## src/sbsd_pkg.sv

```systemverilog
// shared types and constants for the squared distance sorter
`default_nettype none
package sbsd_pkg;
  localparam int MAX_ENTRIES = 32;
  localparam int IDX_W = $clog2(MAX_ENTRIES);
  localparam int CNT_W = $clog2(MAX_ENTRIES + 1);
  localparam int ID_W = 6;
  localparam int POS_W = 16;
  localparam int DIST_W = 34;
  localparam int Q_DEPTH = 4;
  localparam int QPTR_W = $clog2(Q_DEPTH);

  localparam logic [1:0] REG_REF_X = 2'd0;
  localparam logic [1:0] REG_REF_Y = 2'd1;
  localparam logic [1:0] REG_REF_Z = 2'd2;
  localparam logic [1:0] REG_UNUSED = 2'd3;

  typedef struct packed {
    logic [ID_W-1:0]   id;
    logic [DIST_W-1:0] dsq;
    logic              last;
  } sbsd_item_t;
endpackage
`default_nettype wire

```

## src/sbsd_front.sv

```systemverilog
// front end: register file and two stage squared distance datapath
`default_nettype none
module sbsd_front
  import sbsd_pkg::*;
(
  input  wire logic              clk,
  input  wire logic              rst_n,
  input  wire logic              cfg_we,
  input  wire logic [1:0]        cfg_idx,
  input  wire logic [POS_W-1:0]  cfg_data,
  output logic [POS_W-1:0]       ref_x,
  output logic [POS_W-1:0]       ref_y,
  output logic [POS_W-1:0]       ref_z,
  input  wire logic              acc,
  input  wire logic [ID_W-1:0]   in_id,
  input  wire logic [POS_W-1:0]  in_x,
  input  wire logic [POS_W-1:0]  in_y,
  input  wire logic [POS_W-1:0]  in_z,
  input  wire logic              in_last,
  output logic                   q_push,
  output sbsd_item_t             q_item
);
  logic [POS_W-1:0] rx_r, ry_r, rz_r;
  logic             v1_r, v2_r;
  logic [ID_W-1:0]  id1_r, id2_r;
  logic             l1_r, l2_r;
  logic signed [POS_W:0] dx_r, dy_r, dz_r;
  logic [2*POS_W+1:0] sx_r, sy_r, sz_r;
  logic signed [POS_W:0] dx, dy, dz;
  logic signed [2*POS_W+1:0] sqx, sqy, sqz;

  assign ref_x = rx_r;
  assign ref_y = ry_r;
  assign ref_z = rz_r;
  assign dx = $signed({in_x[POS_W-1], in_x}) - $signed({rx_r[POS_W-1], rx_r});
  assign dy = $signed({in_y[POS_W-1], in_y}) - $signed({ry_r[POS_W-1], ry_r});
  assign dz = $signed({in_z[POS_W-1], in_z}) - $signed({rz_r[POS_W-1], rz_r});
  assign sqx = dx_r * dx_r;
  assign sqy = dy_r * dy_r;
  assign sqz = dz_r * dz_r;

  always_ff @(posedge clk) begin
    if (!rst_n) begin
      rx_r <= '0;
      ry_r <= '0;
      rz_r <= '0;
      v1_r <= 1'b0;
      v2_r <= 1'b0;
    end else begin
      if (cfg_we) begin
        case (cfg_idx)
          REG_REF_X: rx_r <= cfg_data;
          REG_REF_Y: ry_r <= cfg_data;
          REG_REF_Z: rz_r <= cfg_data;
          default: ;
        endcase
      end
      v1_r <= acc;
      v2_r <= v1_r;
    end
    dx_r  <= dx;
    dy_r  <= dy;
    dz_r  <= dz;
    id1_r <= in_id;
    l1_r  <= in_last;
    sx_r  <= $unsigned(sqx);
    sy_r  <= $unsigned(sqy);
    sz_r  <= $unsigned(sqz);
    id2_r <= id1_r;
    l2_r  <= l1_r;
  end

  assign q_push      = v2_r;
  assign q_item.id   = id2_r;
  assign q_item.dsq  = DIST_W'(sx_r) + DIST_W'(sy_r) + DIST_W'(sz_r);
  assign q_item.last = l2_r;
endmodule
`default_nettype wire

```

## config.mk

```make
export PLATFORM = sky130hd
export DESIGN_NAME = sbsd_front
export DESIGN_NICKNAME = d
export VERILOG_FILES = /design/src/sbsd_pkg.sv /design/src/sbsd_front.sv
export SDC_FILE = /design/constraint.sdc
export NUM_CORES = 2
export LEC_CHECK = 0
export BUFFER_PORTS_ARGS = -buffer_cell sky130_fd_sc_hd__buf_2
export CORE_UTILIZATION = 30
export CTS_CLUSTER_SIZE = 16
export DETAILED_ROUTE_END_ITERATION = 8
export PLACE_DENSITY_LB_ADDON = 0.08
export SETUP_SLACK_MARGIN = 0.3
export SLEW_MARGIN = 15
export SYNTH_ARGS = -nofsm -noshare
export SYNTH_HDL_FRONTEND = slang
export SYNTH_SLANG_ARGS = --single-unit
```

## constraint.sdc

```tcl
create_clock -name clk -period 18.2 [get_ports clk]
set_input_delay 1.82 -clock clk [delete_from_list [all_inputs] [get_ports clk]]
set_output_delay 1.82 -clock clk [all_outputs]
set_load 0.01 [all_outputs]
```

==> Word level (Yosys, flattened, before mapping) <==
Index checks and enable logic that the tools add are counted.
{ "op_classes": {"add_sub_neg": 5, "mul": 3, "eq_ne": 2, "reduce_logical": 4} }
{ "op_table": {"columns": ["operator", "count"], "rows": [
  ["$mul 17x17->34", 3],
  ["$add 34x34->34", 2],
  ["$sub 16x16->17", 3],
  ["$reduce_and 2->1", 3],
  ["$eq 2x1->1 const B", 1],
  ["$eq 2x2->1 const B", 1],
  ["$logic_not 2->1", 1]
]} }
{ "totals": {"register_bits": 217, "inputBits": 77, "output_inout_bits": 90, "elab_cells": 29} }

==> Depth between registers and ports, before layout <==
{ "logic_depth": {"depth_word": 2, "mapped_depth": 26, "mapped_depth_nobuf": 24} }

==> Least setup slack after synthesis <==
No wires, ideal clock.
{ "synth_timing": {"path_type": "reg-to-reg", "start": "register dz_r[5]", "end": "register sz_r[33]", "arrival_ps": 6261, "required_time_ps": 18128, "path_slack_ps": 11867, "path_stages_with_launch": 24, "period_less_slack_ps": 6333, "path_cell_list": "dfxtp_1 -> clkbuf_1 -> clkbuf_1 -> nand2_1 -> fa_1 -> inv_1 -> fa_1 -> inv_1 -> fa_1 -> inv_1 -> fa_1 -> fa_1 -> inv_1 -> fa_1 -> inv_1 -> ha_1 -> and3_1 -> a221o_1 -> or4_4 -> a41oi_2 -> o211a_1 -> o21bai_1 -> a21oi_2 -> xnor2_1"} }
{ "synth_via": {"elab_chain_len": 1} }
{ "synth_lines": {"columns": ["item", "line", "rtl"], "rows": [
  ["start, declared", "sbsd_front.sv:27", "logic signed [POS_W:0] dx_r, dy_r, dz_r;"],
  ["start signal, assigned", "sbsd_front.sv:63", "dz_r <= dz;"],
  ["$mul 17x17->34", "sbsd_front.sv:40", "assign sqz = dz_r * dz_r;"],
  ["named net sqz[33]", "sbsd_front.sv:30", "logic signed [2*POS_W+1:0] sqx, sqy, sqz;"],
  ["end signal, assigned", "sbsd_front.sv:68", "sz_r <= $unsigned(sqz);"],
  ["end, declared", "sbsd_front.sv:28", "logic [2*POS_W+1:0] sx_r, sy_r, sz_r;"]
]} }
The timed path passes the listed nets, and every way through them passes these cells.
A chain may end at the register's enable or synchronous reset.

==> Worst setup path in the final report <==
{ "layout_timing": {"start": "register dy_r[11]", "end": "register sy_r[33]"} }
{ "layout_via": {"elab_chain_len": 1} }
{ "layout_lines": {"columns": ["item", "line", "rtl"], "rows": [
  ["start, declared", "sbsd_front.sv:27", null],
  ["start signal, assigned", "sbsd_front.sv:62", "dy_r <= dy;"],
  ["$mul 17x17->34", "sbsd_front.sv:39", "assign sqy = dy_r * dy_r;"],
  ["named net sqy[33]", "sbsd_front.sv:30", null],
  ["end signal, assigned", "sbsd_front.sv:67", "sy_r <= $unsigned(sqy);"],
  ["end, declared", "sbsd_front.sv:28", null]
]} }
The timed path passes the listed nets, and every way through them passes these cells.

==> flow_summary.ini <==
[outcome]
status = finished clean

[grt]
grt_first_pass_wirelength_mm = 175.6
grt_max_degree = 51
grt_usage_pct = 17.63
antenna_found_initial = 7
grt_pass1_vias = 29080
gr-total-overflow = 0

[cts]
cts_tree = done
clockRootBuffer = clkbuf_16
cts_buffers = 31
cts.repair.resized = 0
htreeDepth = 1
insertion_delay_ns = 0.62
post_cts_buffers = 0
clock-sinks = 214
path_clk_slew_ns = 0.06
cts.path.max_buffers = 3
cts_hold_buffers = 0

[sta]
tns_ns = 0
slew_headroom_pct = 32.39
period_minus_slack_ns = 7.026
setup_viol = 0
skew_ns = 0.02490
rsz0062_at_grt = no
tightest_slew_ns = 1.014
fmax_ghz = 0.1423
finalMaxSlewViolations = 0
post-route-period-util_pct = 38.60
final-hold-violation-count = 0
final.setup.worst_slack_ns = 11.17

[die]
dieWidth_um = 361.3
die-area_sq_mm = 0.1305
die_h_um = 361.3
ios = 167
start_util_pct = 30.29
rows = 131
core_sq_mm = 0.1278

[logic_synthesis]
yosysWarningCount = 0
yosys-top-cells-area = fa_1, ha_1, dfxtp_1, inv_1, nand2_1
yosysMostFrequentCell = inv_1
async_reset_ff_share_pct = 0
ys_seq_area_share_pct = 11.06
ys.flop_type = dfxtp_1
yosysTopAreaCellShare_pct = 43.17
syn_area_sq_mm = 0.03873
synth_cell_types = 73
postSynthCellCount = 4071
yosys_register_bits = 214
synth_edf_count = 0
synth_area_leader_cell = fa_1
synth.avg_cell_area_sq_um = 9.513
synth_common_cells = inv_1, fa_1, nand2_1

[worst_setup_path]
critPathBufInv = 5
slowest_delay_ns = 0.73
crit_end = sy_r[33]
r2r_cells = 22
r2r_slack_ns = 11.17
cp.arrival_ns = 7.53
cp-end-kind = register
critical_path.startpoint = dy_r[11]
worstPathCellList = inv_1, nor2_1, fa_1, inv_1, fa_1, fa_1, inv_1, fa_1, fa_1, inv_1, fa_1, inv_1, ha_1, nand2_1, nor2_1, o41ai_1, o21ai_1, a311oi_1, nor3_1, nor3_1, a21oi_1, xnor2_1
rr_startpoint = dy_r[11]
crit_type = register to register
cp_data_required_time_ns = 18.70
critical-path-top-delay-family = adder cells
start_kind = register
r2r-end = sy_r[33]
path_common_cell = fa_1
cp.depth = 22
critPathMaxFanout = 13
slowest_stage = dfxtp_1

[finish]
final_core_util_pct = 33.38
instances_no_fill = 5898
n_fill_cell = 13500
drive_above_1_share_pct = 6.800
area_delta_synth_final_pct = 10.18
ff_latch_area_sq_mm = 0.004284
nNetsFinal = 5473
multi_input_area_sq_mm = 0.03025

[route]
drc = 0
num_vias = 26100
wire_per_inst_um = 18.66
drt-pass1-iter-count = 5
viasPerCell = 4.425
wl_mm = 110.0
first_iter_violations = 1010
postRouteAntennaNets = 0

[placement]
dp_hpwl_mm = 93.45
preCtsSetupSlack_ns = 11.11
portBuffers = 166
gp_congestion = 0.8233
place_inst = 5839

[job]
drv_cap = 0

[hold_path]
min_path_type = register to register
holdPathStages = 0
## layer usage
metal	GRT usage (%)	vias to the layer above	routed length, um
met2	27.73	328	48600
met1	26.07	13170	55430
li1	-	12520	-
met5	0	-	0
met4	2.750	0	1770
met3	2.356	78	4244
## flip-flops by register name, indices dropped and copies added, names as in the netlist, 6 cells and up
name   count
dx_r      17
dy_r      17
dz_r      17
id1_r      6
id2_r      6
ref_x     16
ref_y     16
ref_z     16
sx_r      33
sy_r      33
sz_r      33
## placed cells by master, fill, tap and decap left out, types with 9 or more instances in the layout
cell       netlist  final
inv_1         1027   1027
fa_1           835    835
nand2_1        379    379
ha_1           351    351
dfxtp_1        214    214
and2_1         177    177
buf_2            0    166
xnor2_1        160    160
nor2_1         144    144
a21oi_1        104    104
o21ai_0         58     58
a21o_1          58     58
nor2b_1         55     55
a21boi_0        49     49
xor2_1          43     43
nor3_1          33     33
nand2b_1        32     32
clkbuf_16        0     31
o21a_1          29     29
buf_4            1     29
nand3_1         24     24
and3_1          21     21
o21ai_1         15     15
a211oi_1        13     13
a31oi_1         13     13
a31o_2          13     13
o21bai_1        12     12
o211ai_1        11     11
or2_2           11     11
a211o_1          9      9
## cell families (layout without fill, tap and decap cells)
logic type	count (synthesis)	in the layout	share of synthesized area [%]
flops	214	214	11.06
other cells	1	4	0.009683
mux	3	3	0.07755
simple gates	904	904	11.12
buf+inv	1119	1281	10.86
fa+ha+maj	1186	1186	54.51
compound gates	441	441	7.777
xor+xnor	203	203	4.591
## how the worst min path moves through the flow
stage / from / endpoint
after CTS: id1_r[1] / id2_r[1]
after global placement: id1_r[2] / id2_r[2]
after detailed placement: id1_r[1] / id2_r[1]
final: id1_r[2] / id2_r[2]
after global routing: id1_r[3] / id2_r[3]
after floorplan: id1_r[0] / id2_r[0]
## metrics by stage
step,cell area (sq um),hold slack [ns]
2_1_floorplan,38730,0.3096
3_5_place_dp,41520,0.3121
3_3_place_gp,41520,0.3099
6_report,42670,0.3240
4_1_cts,42670,0.3257
5_1_grt,42670,0.3300
## final cells by class
cell class	instances	area share [%]
multi-input cells	2740	70.89
flip-flops and latches	214	10.04
inverters	1028	9.043
well taps	1662	4.873
repair buffers	195	2.457
clock buffers	37	1.918
clock inverters	21	0.7683
diodes	1	0.005865
Power is left out: the tool's default activity adds up to more than one toggle a clock period on the data nets, which glitch-free logic cannot reach.
