===== config.mk =====
export PLATFORM = sky130hd
export DESIGN_NAME = sbsd_queue
export DESIGN_NICKNAME = d
export VERILOG_FILES = /design/src/sbsd_pkg.sv /design/src/sbsd_queue.sv
export SDC_FILE = /design/constraint.sdc
export NUM_CORES = 1
export LEC_CHECK = 0
export ABC_AREA = 1
export ABC_CLOCK_PERIOD_IN_PS = 2300
export BUFFER_PORTS_ARGS = -buffer_cell sky130_fd_sc_hd__buf_2
export CELL_PAD_IN_SITES_DETAIL_PLACEMENT = 0
export CELL_PAD_IN_SITES_GLOBAL_PLACEMENT = 2
export CORE_ASPECT_RATIO = 0.9
export CORE_UTILIZATION = 39
export DETAILED_ROUTE_END_ITERATION = 8
export GPL_TIMING_DRIVEN = 0
export HOLD_SLACK_MARGIN = 0.06
export PLACE_DENSITY = 0.79
export REMOVE_ABC_BUFFERS = 1
export SYNTH_ARGS = -nofsm -noshare
export SYNTH_HDL_FRONTEND = slang
export SYNTH_SLANG_ARGS = --single-unit

===== constraint.sdc =====
create_clock -name clk -period 2.3 [get_ports clk]
set_input_delay 0.23 -clock clk [delete_from_list [all_inputs] [get_ports clk]]
set_output_delay 0.23 -clock clk [all_outputs]
set_load 0.01 [all_outputs]

===== src/sbsd_pkg.sv =====
// shared types and constants for the squared distance sorter
`default_nettype none
package sbsd_pkg;
  localparam int MAX_ENTRIES = 32;
  localparam int IDX_W = $clog2(MAX_ENTRIES);
  localparam int CNT_W = $clog2(MAX_ENTRIES + 1);
  localparam int ID_W = 6;
  localparam int POS_W = 16;
  localparam int DIST_W = 34;
  localparam int Q_DEPTH = 4;
  localparam int QPTR_W = $clog2(Q_DEPTH);

  localparam logic [1:0] REG_REF_X = 2'd0;
  localparam logic [1:0] REG_REF_Y = 2'd1;
  localparam logic [1:0] REG_REF_Z = 2'd2;
  localparam logic [1:0] REG_UNUSED = 2'd3;

  typedef struct packed {
    logic [ID_W-1:0]   id;
    logic [DIST_W-1:0] dsq;
    logic              last;
  } sbsd_item_t;
endpackage
`default_nettype wire


===== src/sbsd_queue.sv =====
// short fifo between front and back
`default_nettype none
module sbsd_queue
  import sbsd_pkg::*;
(
  input  wire logic       clk,
  input  wire logic       rst_n,
  input  wire logic       push,
  input  sbsd_item_t      din,
  input  wire logic       pop,
  output logic            not_empty,
  output logic            empty,
  output sbsd_item_t      dout
);
  sbsd_item_t      mem_r [Q_DEPTH];
  logic [QPTR_W-1:0] wp_r, rp_r;
  logic [QPTR_W:0]   cnt_r;

  always_ff @(posedge clk) begin
    if (!rst_n) begin
      wp_r  <= '0;
      rp_r  <= '0;
      cnt_r <= '0;
    end else begin
      if (push) wp_r <= wp_r + 1'b1;
      if (pop) rp_r <= rp_r + 1'b1;
      cnt_r <= cnt_r + (QPTR_W+1)'(push) - (QPTR_W+1)'(pop);
    end
    if (push) mem_r[wp_r] <= din;
  end

  assign not_empty = (cnt_r != '0);
  assign empty     = (cnt_r == '0);
  assign dout      = mem_r[rp_r];
endmodule
`default_nettype wire


; ---- Word-level counts from Yosys, hierarchy flattened
; Memory sizes are Yosys's and may differ from the RTL's. A register that Yosys moved wholly into a read port is not among the register bits.
; Cells that the tools add are included.
[totals]
wordCells = 14
inputBits = 45
output_inout_bits = 43
memories = 1
latchBits = 0
romBits = 0
mem_bits_rw = 164
regBits = 7
[mem_list]
columns = memory, words, width, read_ports, rd_clocked_by_memory_dff, write_ports, line_no
row1 = mem_r, 4, 41, 1, 1, 1, sbsd_queue.sv:15  ; sbsd_item_t mem_r [Q_DEPTH];
[op_classes]
n_eq_ne = 0
order_cmp = 0
muxes = 4
n_mul = 0
bitwise_logic = 0
add_sub_neg = 4
shifts = 0
n_reduce_logical = 2
div = 0
[ops]
columns = op, n
row1 = adder 2 x 1 -> 2 bit (second input constant), 2
row2 = two-way mux 2 bit, 2
row3 = adder 3 x 1 -> 3 bit, 1
row4 = zero test 3 bit, 1
row5 = nonzero test 3 bit, 1
row6 = subtractor 3 x 1 -> 3 bit, 1
row7 = two-way mux 1 bit, 2

; ---- Longest topological paths before layout
; Gate-level depths: netlist (run 1).
[depth]
ltp_word = 3
mapped_depth = 9
mapped_depth_nobuf = 9

; ---- Worst setup path before layout (run 1)
; OpenSTA, ideal clock, no wires.
[synth_path]
path_type = register -> register
start = reg wp_r[0]
end = mem mem_r[2][0] (netlist name) (enable)
synth_period_minus_slack_ns = 1.789
path_slack_ns = 0.511
setup_ns = 0.395
path_buffers = 0
path_stages_with_launch = 5
arrival_time_ns = 1.394
cell_sequence = dfxtp_1 inv_1 ha_1 nand2_1 inv_1
[synth_rtl]
columns = element, line_no
row1 = "start, declared", sbsd_queue.sv:16  ; logic [QPTR_W-1:0] wp_r, rp_r;
row2 = "start signal, assigned", sbsd_queue.sv:25  ; if (push) wp_r <= wp_r + 1'b1;
row3 = "end, declared", sbsd_queue.sv:15
; No word-level cell before the write port.

==> run_results.csv, run 1 <==
group,metric,value,unit
status,status,"complete, no violations",
synth,yosysUniqueCellTypes,14,
timing,slew_headroom,0.3755,
synth,netlist_area,6917,sq um
synth,ys_ff_latch,173,
power_and_ir_drop,ir_drop,0.5405,mV
routing,drc,0,
timing,grt_setup_unrepaired,"false",
clock_tree,clk_pin_slew,0.06,ns
floorplanning,dieHeight,128.3,um
power_and_ir_drop,clkPwrFrac,0.375,
timing,tightest_slew,0.9367,ns
placement,place_congestion,0.6460,
placement,dpl.hpwl,7202,um
routing,ant_nets,0,
synth,synth_warnings,0,
routing,wl_per_cell,14.47,um
clock_tree,clock_latency,0.42,ns
clock_tree,cts-resized-gates,0,
final_layout,drive_gt1_frac,0.1896,
final_layout,antenna_cells,0,
power_and_ir_drop,p_comb_frac,0.101,
floorplanning,rows,45,
floorplanning,ios,88,
floorplanning,die_area,18270,sq um
global_route,overflow,0,
min_path,hold_depth,3,
worst_setup_path,crit_type,"reg2out",
final_layout,fillCellCount,1532,
power_and_ir_drop,power_density,822.6,nW/um^2
worst_setup_path,start_kind,"register",
routing,wirelength,13170,um
run,maxCapViolCount,0,
synth,syn_area_per_cell,12.98,sq um
timing,finalHoldViolCount,0,
clock_tree,htreeDepth,4,
worst_setup_path,arrival,1.90,ns
worst_setup_path,end_kind,"output port",
global_route,grt_pass1_wl,20510,um
worst_setup_path,required,2.07,ns
global_route,grt_pass1_vias,4104,
placement,placed_cell_area,7531,sq um
power_and_ir_drop,power.share.sequential,0.524,
clock_tree,cts_inserted_buffers,17,
power_and_ir_drop,power.leakage,3.358,nW
timing,fmaxAchievable,469.2,MHz
synth,yosysSeqAreaShare,0.7381,
global_route,antenna_found_initial,0,
clock_tree,cts_tree,"built",
power_and_ir_drop,p_switching,1.649,mW
placement,portBuffers,87,
final_layout,nNetsFinal,714,
floorplanning,core_area,17120,sq um
timing,drv_slew,0,
worst_setup_path,reg2reg_depth,5,
clock_tree,cts_sinks,173,
final_layout,ff_latch_area,5112,sq um
routing,initialDrtViolationCount,242,
min_path,worstHoldPathType,"in2reg",
timing,skew,0.005666,ns
timing,finalSetupViolCount,0,
final_layout,multi_input_comb_area,1221,sq um
routing,via_count,4221,
floorplanning,die-width,142.4,um
routing,vias_per_cell,4.638,
worst_setup_path,path_max_fanout,82,
clock_tree,clockRootBuffer,"clkbuf_16",
timing,period_share,0.9267,
power_and_ir_drop,p_int,5.384,mW
final_layout,final_util,0.4995,
global_route,grt.total_usage,0.1540,
floorplanning,initial_core_util,0.4041,
final_layout,finalInstanceArea,8549,sq um
clock_tree,ctsLongestPathBuffers,2,
global_route,grt_max_degree,83,
timing,fin_crit,2.131,ns
synth,syn_inst,533,
final_layout,area_growth,23.61,%
routing,dr.pass1.iters,4,
power_and_ir_drop,sw_frac_of_total,0.2345,
-- layout by cell type (no fill, tap or decap) --
cell type,netlist,final
a21oi_1,47,47
buf_12,0,7
buf_2,13,87
bufinv_16,0,1
clkbuf_1,0,1
clkbuf_16,0,17
clkinv_1,0,3
clkinv_2,0,2
clkinv_4,0,2
clkinvlp_4,0,2
dfxtp_1,9,7
dfxtp_4,0,2
dlygate4sd3_1,0,43
edfxtp_1,164,164
fa_1,1,1
ha_1,6,6
inv_1,98,94
inv_2,0,4
inv_6,0,4
nand2_1,91,91
nand3_1,1,1
nor2_1,3,3
o211ai_1,41,41
o21ai_0,5,5
o21ai_1,40,40
-- kinds of logic (layout without fill, tap and decap cells) --
logic type	count (synthesis)	after routing	synth area share
DFF	173	173	0.7381
AOI/OAI and AO/OA	133	133	0.1111
buffers and inverters	125	267	0.08538
and+or+nand+nor	95	95	0.05174
adders and majority gates	7	7	0.01375
-- synthesized netlist by cell type (all sizes together) --
library cell    n  area, sq um
a21oi          47        235.2
buf            27        222.7
dfxtp           9        180.2
edfxtp        164         4925
fa              1        20.02
ha              6        75.07
inv            98        367.9
nand2          91        341.6
nand3           1        5.000
nor2            3        11.26
o211ai         41        307.8
o21ai          45        225.2
-- path summary, 6_finish.rpt --
| check | start | to | slack, ns |
|---|---|---|---|
| worst max-delay path | register | dout[32] | 0.17 |
| worst min-delay path | push | wp_r[0] | 0.16 |
| worst max register to register | wp_r[0] | mem_r[0][30] | 0.62 |
| worst min register to register | rp_r[1] | register | 0.48 |
-- cell type report --
| cell class | instances | area share |
|---|---|---|
| Inverter | 98 | 0.04303 |
| Clock buffer | 18 | 0.05020 |
| Clock inverter | 14 | 0.01390 |
| Timing Repair Buffer | 137 | 0.1177 |
| Tap cell | 235 | 0.03439 |
| Multi-Input combinational cell | 235 | 0.1428 |
| Sequential cell | 173 | 0.5980 |
-- metal layers --
| layer | global-route usage | vias to the layer above | part of all wire |
|---|---|---|---|
| met5 | 0 | - | 0 |
| met3 | 0.04615 | 23 | 0.048 |
| met2 | 0.2491 | 88 | 0.48 |
| met4 | 0.07084 | 0 | 0.019 |
| met1 | 0.1911 | 2013 | 0.46 |
| li1 | - | 2097 | - |
-- worst max-delay path, stage by stage (launching register included) --
cell and delay [ns]:
dfxtp_4 0.95, o211ai_1 0.20, nand2_1 0.13, buf_2 0.15
-- registers in the layout, indices dropped and copies added, names as in the netlist, named ones only --
signal  flops
cnt_r       3
mem_r     164
rp_r        2
wp_r        2
-- what timing repair did --
action | 4_1_cts | 5_1_grt
hold endpoints to repair | 167 | 0
gates cloned | 0 | 0
hold buffers | 43 | 0
setup buffers | 1 | 1
endpoints found under the setup margin | 16 | 16
-- power groups by stage --
stage	sequential, mW	combinational, mW	clock, mW
floorplan	3.76	0.334	0
global placement	3.80	0.582	0
detailed placement	3.77	0.622	0
CTS	3.69	0.708	2.70
global route	3.70	0.802	2.82
finish	3.68	0.711	2.64
-- metrics by stage --
| stage | hold slack [ns] | TNS (ns) | setup slack, ns | std cells | total power, mW |
|---|---|---|---|---|---|
| floorplan | 0.3219 | -53.25 | -1.347 | 506 | 4.094 |
| global placement | 0.4377 | -149.51 | -2.603 | 828 | 4.378 |
| detailed placement | 0.4485 | 0 | 0.2324 | 833 | 4.397 |
| CTS | 0.1409 | 0 | 0.03591 | 909 | 7.105 |
| global route | 0.1910 | 0 | 0.01970 | 910 | 7.321 |
| finish | 0.1583 | 0 | 0.1687 | 910 | 7.033 |
No activity file was read; power rests on OpenSTA's default activity.
==> run 2, diff against run 1 <==
- PLACE_DENSITY: 0.79 -> 0.75
==> run 2 against run 1 <==
Wire length is 2.5% lower. First-iteration DRC count is 35% lower. Non-clock buffer count is 2 lower. Critical path type unchanged. Critical endpoint is now dout[30]. Largest cell class unchanged. Largest power group unchanged.
==> run_results.csv, run 2 (synthesized netlist as in run 1, its figures left out) <==
group,metric,value,unit
timing,slew_headroom,0.3785,
timing,finalSetupViolCount,0,
clock_tree,clk_pin_slew,0.06,ns
floorplanning,dieHeight,128.3,um
final_layout,area_growth,23.43,%
placement,dpl.hpwl,7206,um
routing,wl_per_cell,14.14,um
clock_tree,htreeDepth,4,
routing,vias_per_cell,4.572,
final_layout,reg_top3,"mem_r x164, cnt_r x3",
power_and_ir_drop,ir_drop,0.5313,mV
run,maxCapViolCount,0,
final_layout,finalInstanceArea,8537,sq um
worst_setup_path,crit_type,"reg2out",
worst_setup_path,crit_path_top_delay_cell,"dfxtp_4",
power_and_ir_drop,power_density,830.0,nW/um^2
worst_setup_path,path_max_fanout,100,
final_layout,final_util,0.4988,
routing,wirelength,12840,um
final_layout,finalNonFillerCells,908,
floorplanning,die_area,18270,sq um
placement,dpl_worst_slack,0.4086,ns
final_layout,fillCellCount,1561,
final_layout,antenna_cells,0,
global_route,overflow,0,
worst_setup_path,required,2.07,ns
worst_setup_path,end_kind,"output port",
floorplanning,die-width,142.4,um
global_route,antenna_found_initial,0,
worst_setup_path,start_kind,"register",
final_layout,layout_common_cells,"164 x edfxtp_1, 94 x inv_1, 91 x nand2_1",
timing,setup_tns,0,ns
timing,grt_setup_unrepaired,"false",
final_layout,largest_reg_flops,164,
min_path,worstHoldPathType,"in2reg",
timing,skew,0.01052,ns
status,status,"complete, no violations",
global_route,grt_pass1_vias,3974,
clock_tree,ctsLongestPathBuffers,2,
final_layout,mostFrequentLayoutCell,"edfxtp_1",
floorplanning,initial_core_util,0.4041,
timing,fin_ws,0.1676,ns
global_route,grt_pass1_wl,20510,um
floorplanning,core_area,17120,sq um
placement,dp_cells,833,
clock_tree,clock_latency,0.42,ns
clock_tree,clockRootBuffer,"clkbuf_16",
worst_setup_path,worstPathCellList,"buf_16, a21oi_1, o21ai_1, nand2_1, buf_2",
clock_tree,cts_sinks,173,
power_and_ir_drop,fin_total_pwr,7.086,mW
final_layout,nNetsFinal,712,
global_route,grt.total_usage,0.1528,
final_layout,largest_register,"mem_r",
timing,drv_slew,0,
timing,fmaxAchievable,469.0,MHz
timing,period_share,0.9271,
worst_setup_path,arrival,1.90,ns
power_and_ir_drop,power.leakage,3.348,nW
floorplanning,ios,88,
routing,initialDrtViolationCount,157,
timing,finalHoldViolCount,0,
routing,drc,0,
routing,via_count,4151,
timing,whs,0.08809,ns
clock_tree,cts_inserted_buffers,17,
worst_setup_path,path_buf_inv,2,
timing,fin_crit,2.132,ns
placement,place_congestion,0.6470,
floorplanning,rows,45,
clock_tree,cts_tree,"built",
final_layout,drive_gt1_frac,0.1857,
placement,portBuffers,87,
worst_setup_path,crit_family,"flip-flops",
placement,placed_cell_area,7538,sq um
global_route,grt_max_degree,101,
routing,dr.pass1.iters,6,
routing,ant_nets,0,
worst_setup_path,max_stage_delay,0.61,ns
timing,tightest_slew,0.9322,ns
[run 2: cell count changes in the layout (fill, tap and decap cells not counted), sizes merged]
cell,delta
clkinv,-1
dlygate4sd3,-1
bufinv,+1
clkinvlp,+1
buf,-1
inv,-3
clkbuf,+2
[run 2: worst paths after layout]
path	startpoint	endpoint	slack, ns	cells after the start
worst max register to register	wp_r[0]	mem_r[0][30]	0.60	5
worst max-delay path	register	dout[30]	0.17	5
worst min-delay path	rst_n	cnt_r[1]	0.09	3
worst min register to register	rp_r[1]	register	0.45	2
[run 2: cell type report]
class / instances / area [sq um] / share of cell area
inverter: 98 / 367.9 / 0.04309
tap: 235 / 294.0 / 0.03444
clock inverter: 12 / 121.4 / 0.01422
multi-input combinational: 235 / 1221 / 0.1430
timing repair buffer: 135 / 983.4 / 0.1152
sequential: 173 / 5112 / 0.5989
clock buffer: 20 / 436.7 / 0.05115
[run 2: tightest hold or removal path: stages]
cell and delay (ns):
buf_2 0.14, inv_1 0.06, nor2_1 0.03
[run 2: repair_timing]
action,CTS,global route
endpoints found under the setup margin,24,0
hold buffers,42,0
gates resized for setup,0,0
hold endpoints to repair,166,0
setup buffers,1,0
[run 2: metal layers]
metal / vias to the layer above / track usage / routed length, um
met1: 1973 / 0.1903 / 5962
met5: - / 0 / 0
met3: 11 / 0.04689 / 506
met2: 78 / 0.2566 / 6269
li1: 2089 / - / -
met4: 0 / 0.04554 / 103
[run 2: where the power goes]
group          internal, mW  switching (mW)  leakage [nW]
combinational         0.292           0.408          1.50
clock                  1.59            1.12         0.263
sequential             3.60          0.0834          1.58
total                  5.48            1.61          3.35
==> run 3, diff against run 2 <==
- REMOVE_ABC_BUFFERS: 1 -> default
==> run 3 against run 2 <==
Register-to-register slack is essentially flat. First-iteration DRC count grew 42%. Non-clock buffer count grew 25. Wire length grew 13%. Sequential share of layout area shrank 1.1 points. Worst hold slack lost 0.010 ns. Critical path type unchanged. Highest routed layer unchanged.
==> run_results.csv, run 3 (synthesized netlist as in run 1, its figures left out) <==
group,metric,value,unit
timing,setup_tns,0,ns
clock_tree,ctsLongestPathBuffers,2,
final_layout,area_growth,25.54,%
worst_setup_path,cpMostUsedCell,"buf_2",
timing,drv_slew,0,
power_and_ir_drop,power.share.sequential,0.514,
floorplanning,ios,88,
synth,syn_nets,585,
routing,ant_nets,0,
floorplanning,die-width,142.4,um
final_layout,reg_top3,"mem_r x164, cnt_r x3",
routing,initialDrtViolationCount,223,
worst_setup_path,arrival,1.64,ns
timing,skew,0.007202,ns
clock_tree,clk_pin_slew,0.06,ns
global_route,grt.total_usage,0.1712,
worst_setup_path,path_buf_inv,3,
final_layout,layout_common_cells,"164 x edfxtp_1, 100 x buf_2, 94 x inv_1",
worst_setup_path,crit_family,"buffers and inverters",
status,status,"complete, no violations",
final_layout,drive_gt1_frac,0.2112,
power_and_ir_drop,fin_total_pwr,7.082,mW
global_route,antenna_found_initial,0,
clock_tree,cts_sinks,173,
final_layout,largest_register,"mem_r",
global_route,grt_pass1_wl,22450,um
power_and_ir_drop,p_comb_frac,0.116,
timing,whs,0.07808,ns
timing,slew_headroom,0.5949,
final_layout,mostFrequentLayoutCell,"edfxtp_1",
power_and_ir_drop,clkPwrFrac,0.371,
routing,wl_per_cell,15.59,um
timing,finalSetupViolCount,0,
worst_setup_path,path_max_fanout,10,
clock_tree,clockRootBuffer,"clkbuf_16",
final_layout,antenna_cells,0,
clock_tree,cts_tree,"built",
timing,period_share,0.8120,
placement,portBuffers,87,
timing,grt_setup_unrepaired,"false",
placement,dpl.hpwl,8833,um
clock_tree,hold_buffers,42,
timing,finalHoldViolCount,0,
placement,dp_cells,859,
global_route,grt_max_degree,35,
power_and_ir_drop,sw_frac_of_total,0.2246,
worst_setup_path,end_kind,"output port",
clock_tree,cts-resized-gates,0,
floorplanning,rows,45,
clock_tree,postCtsSetupBuffers,0,
global_route,overflow,0,
final_layout,finalNonFillerCells,931,
timing,tightest_slew,0.6067,ns
global_route,grt_pass1_vias,4274,
routing,dr.pass1.iters,4,
timing,fmaxAchievable,535.4,MHz
power_and_ir_drop,power.leakage,3.478,nW
run,maxCapViolCount,0,
worst_setup_path,crit_type,"reg2out",
floorplanning,dieHeight,128.3,um
min_path,worstHoldPathType,"in2reg",
clock_tree,htreeDepth,4,
floorplanning,initial_core_util,0.4041,
clock_tree,clock_latency,0.42,ns
worst_setup_path,required,2.07,ns
worst_setup_path,max_stage_delay,0.30,ns
final_layout,fillCellCount,1508,
routing,drc,0,
routing,wirelength,14510,um
routing,vias_per_cell,4.607,
final_layout,largest_reg_flops,164,
power_and_ir_drop,power_density,815.6,nW/um^2
floorplanning,core_area,17120,sq um
placement,place_congestion,0.7181,
timing,fin_crit,1.868,ns
power_and_ir_drop,p_switching,1.591,mW
worst_setup_path,worstPathCellList,"buf_2, buf_2, a21oi_1, o21ai_1, nand2_1, buf_2",
clock_tree,cts_inserted_buffers,17,
worst_setup_path,start_kind,"register",
power_and_ir_drop,p_int,5.491,mW
power_and_ir_drop,ir_drop,0.5642,mV
routing,via_count,4289,
final_layout,nNetsFinal,737,
worst_setup_path,crit_path_top_delay_cell,"dfxtp_1",
floorplanning,die_area,18270,sq um
==> run 3: cell count changes in the layout (fill, tap and decap cells not counted), moves of 2 or more <==
cell,before,now
dfxtp_4,2,0
buf_6,0,14
clkinv_2,2,5
buf_2,87,100
clkinvlp_4,3,1
dfxtp_1,7,9
==> run 3: final timing paths <==
path              startpoint            to  slack (ns)  cells past startpoint
hold reg to reg      rp_r[0]       rp_r[0]        0.48                      1
setup / recovery    register      dout[29]        0.43                      6
hold / removal         rst_n      cnt_r[1]        0.08                      3
setup reg to reg     wp_r[0]  mem_r[2][15]        0.60                      5
==> run 3: area by class of cell <==
class | instances | area, sq um | area share
Buffer | 27 | 222.7 | 0.02565
Clock buffer | 20 | 436.7 | 0.05029
Clock inverter | 10 | 100.1 | 0.01153
Inverter | 98 | 367.9 | 0.04236
Multi-Input combinational cell | 235 | 1221 | 0.1406
Sequential cell | 173 | 5105 | 0.5879
Tap cell | 235 | 294.0 | 0.03386
Timing Repair Buffer | 133 | 935.9 | 0.1078
==> run 3: power by group through the flow <==
| stage | Sequential, mW | Clock, mW | Combinational (mW) |
|---|---|---|---|
| 3_3_place_gp | 3.71 | 0 | 0.750 |
| 3_5_place_dp | 3.70 | 0 | 0.778 |
| 6_report | 3.64 | 2.62 | 0.819 |
| 5_1_grt | 3.65 | 2.80 | 0.918 |
| 2_1_floorplan | 3.70 | 0 | 0.436 |
| 4_1_cts | 3.64 | 2.68 | 0.836 |
==> run 3: worst reg2reg max path: stages (launching register included) <==
cell and delay [ns]:
dfxtp_1 0.33, inv_1 0.11, ha_1 0.16, nand2_1 0.06, inv_2 0.44, buf_12 0.28
==> run 3: routing by layer <==
metal | routed length, um | GRT usage | up-vias
met4 | 228 | 0.06894 | 0
met5 | 0 | 0 | -
met3 | 589 | 0.04019 | 18
met2 | 7201 | 0.2915 | 94
met1 | 6493 | 0.2113 | 2034
li1 | - | - | 2143
==> run 3: through the flow <==
step / util / worst slack, ns / cell area, sq um
5_1_grt: 0.5073 / 0.3335 / 8683
2_1_floorplan: - / 0.5107 / 6917
3_5_place_dp: 0.4514 / 0.5805 / 7726
4_1_cts: 0.5073 / 0.3974 / 8683
3_3_place_gp: 0.4467 / -0.2657 / 7646
6_report: 0.5073 / 0.4324 / 8683
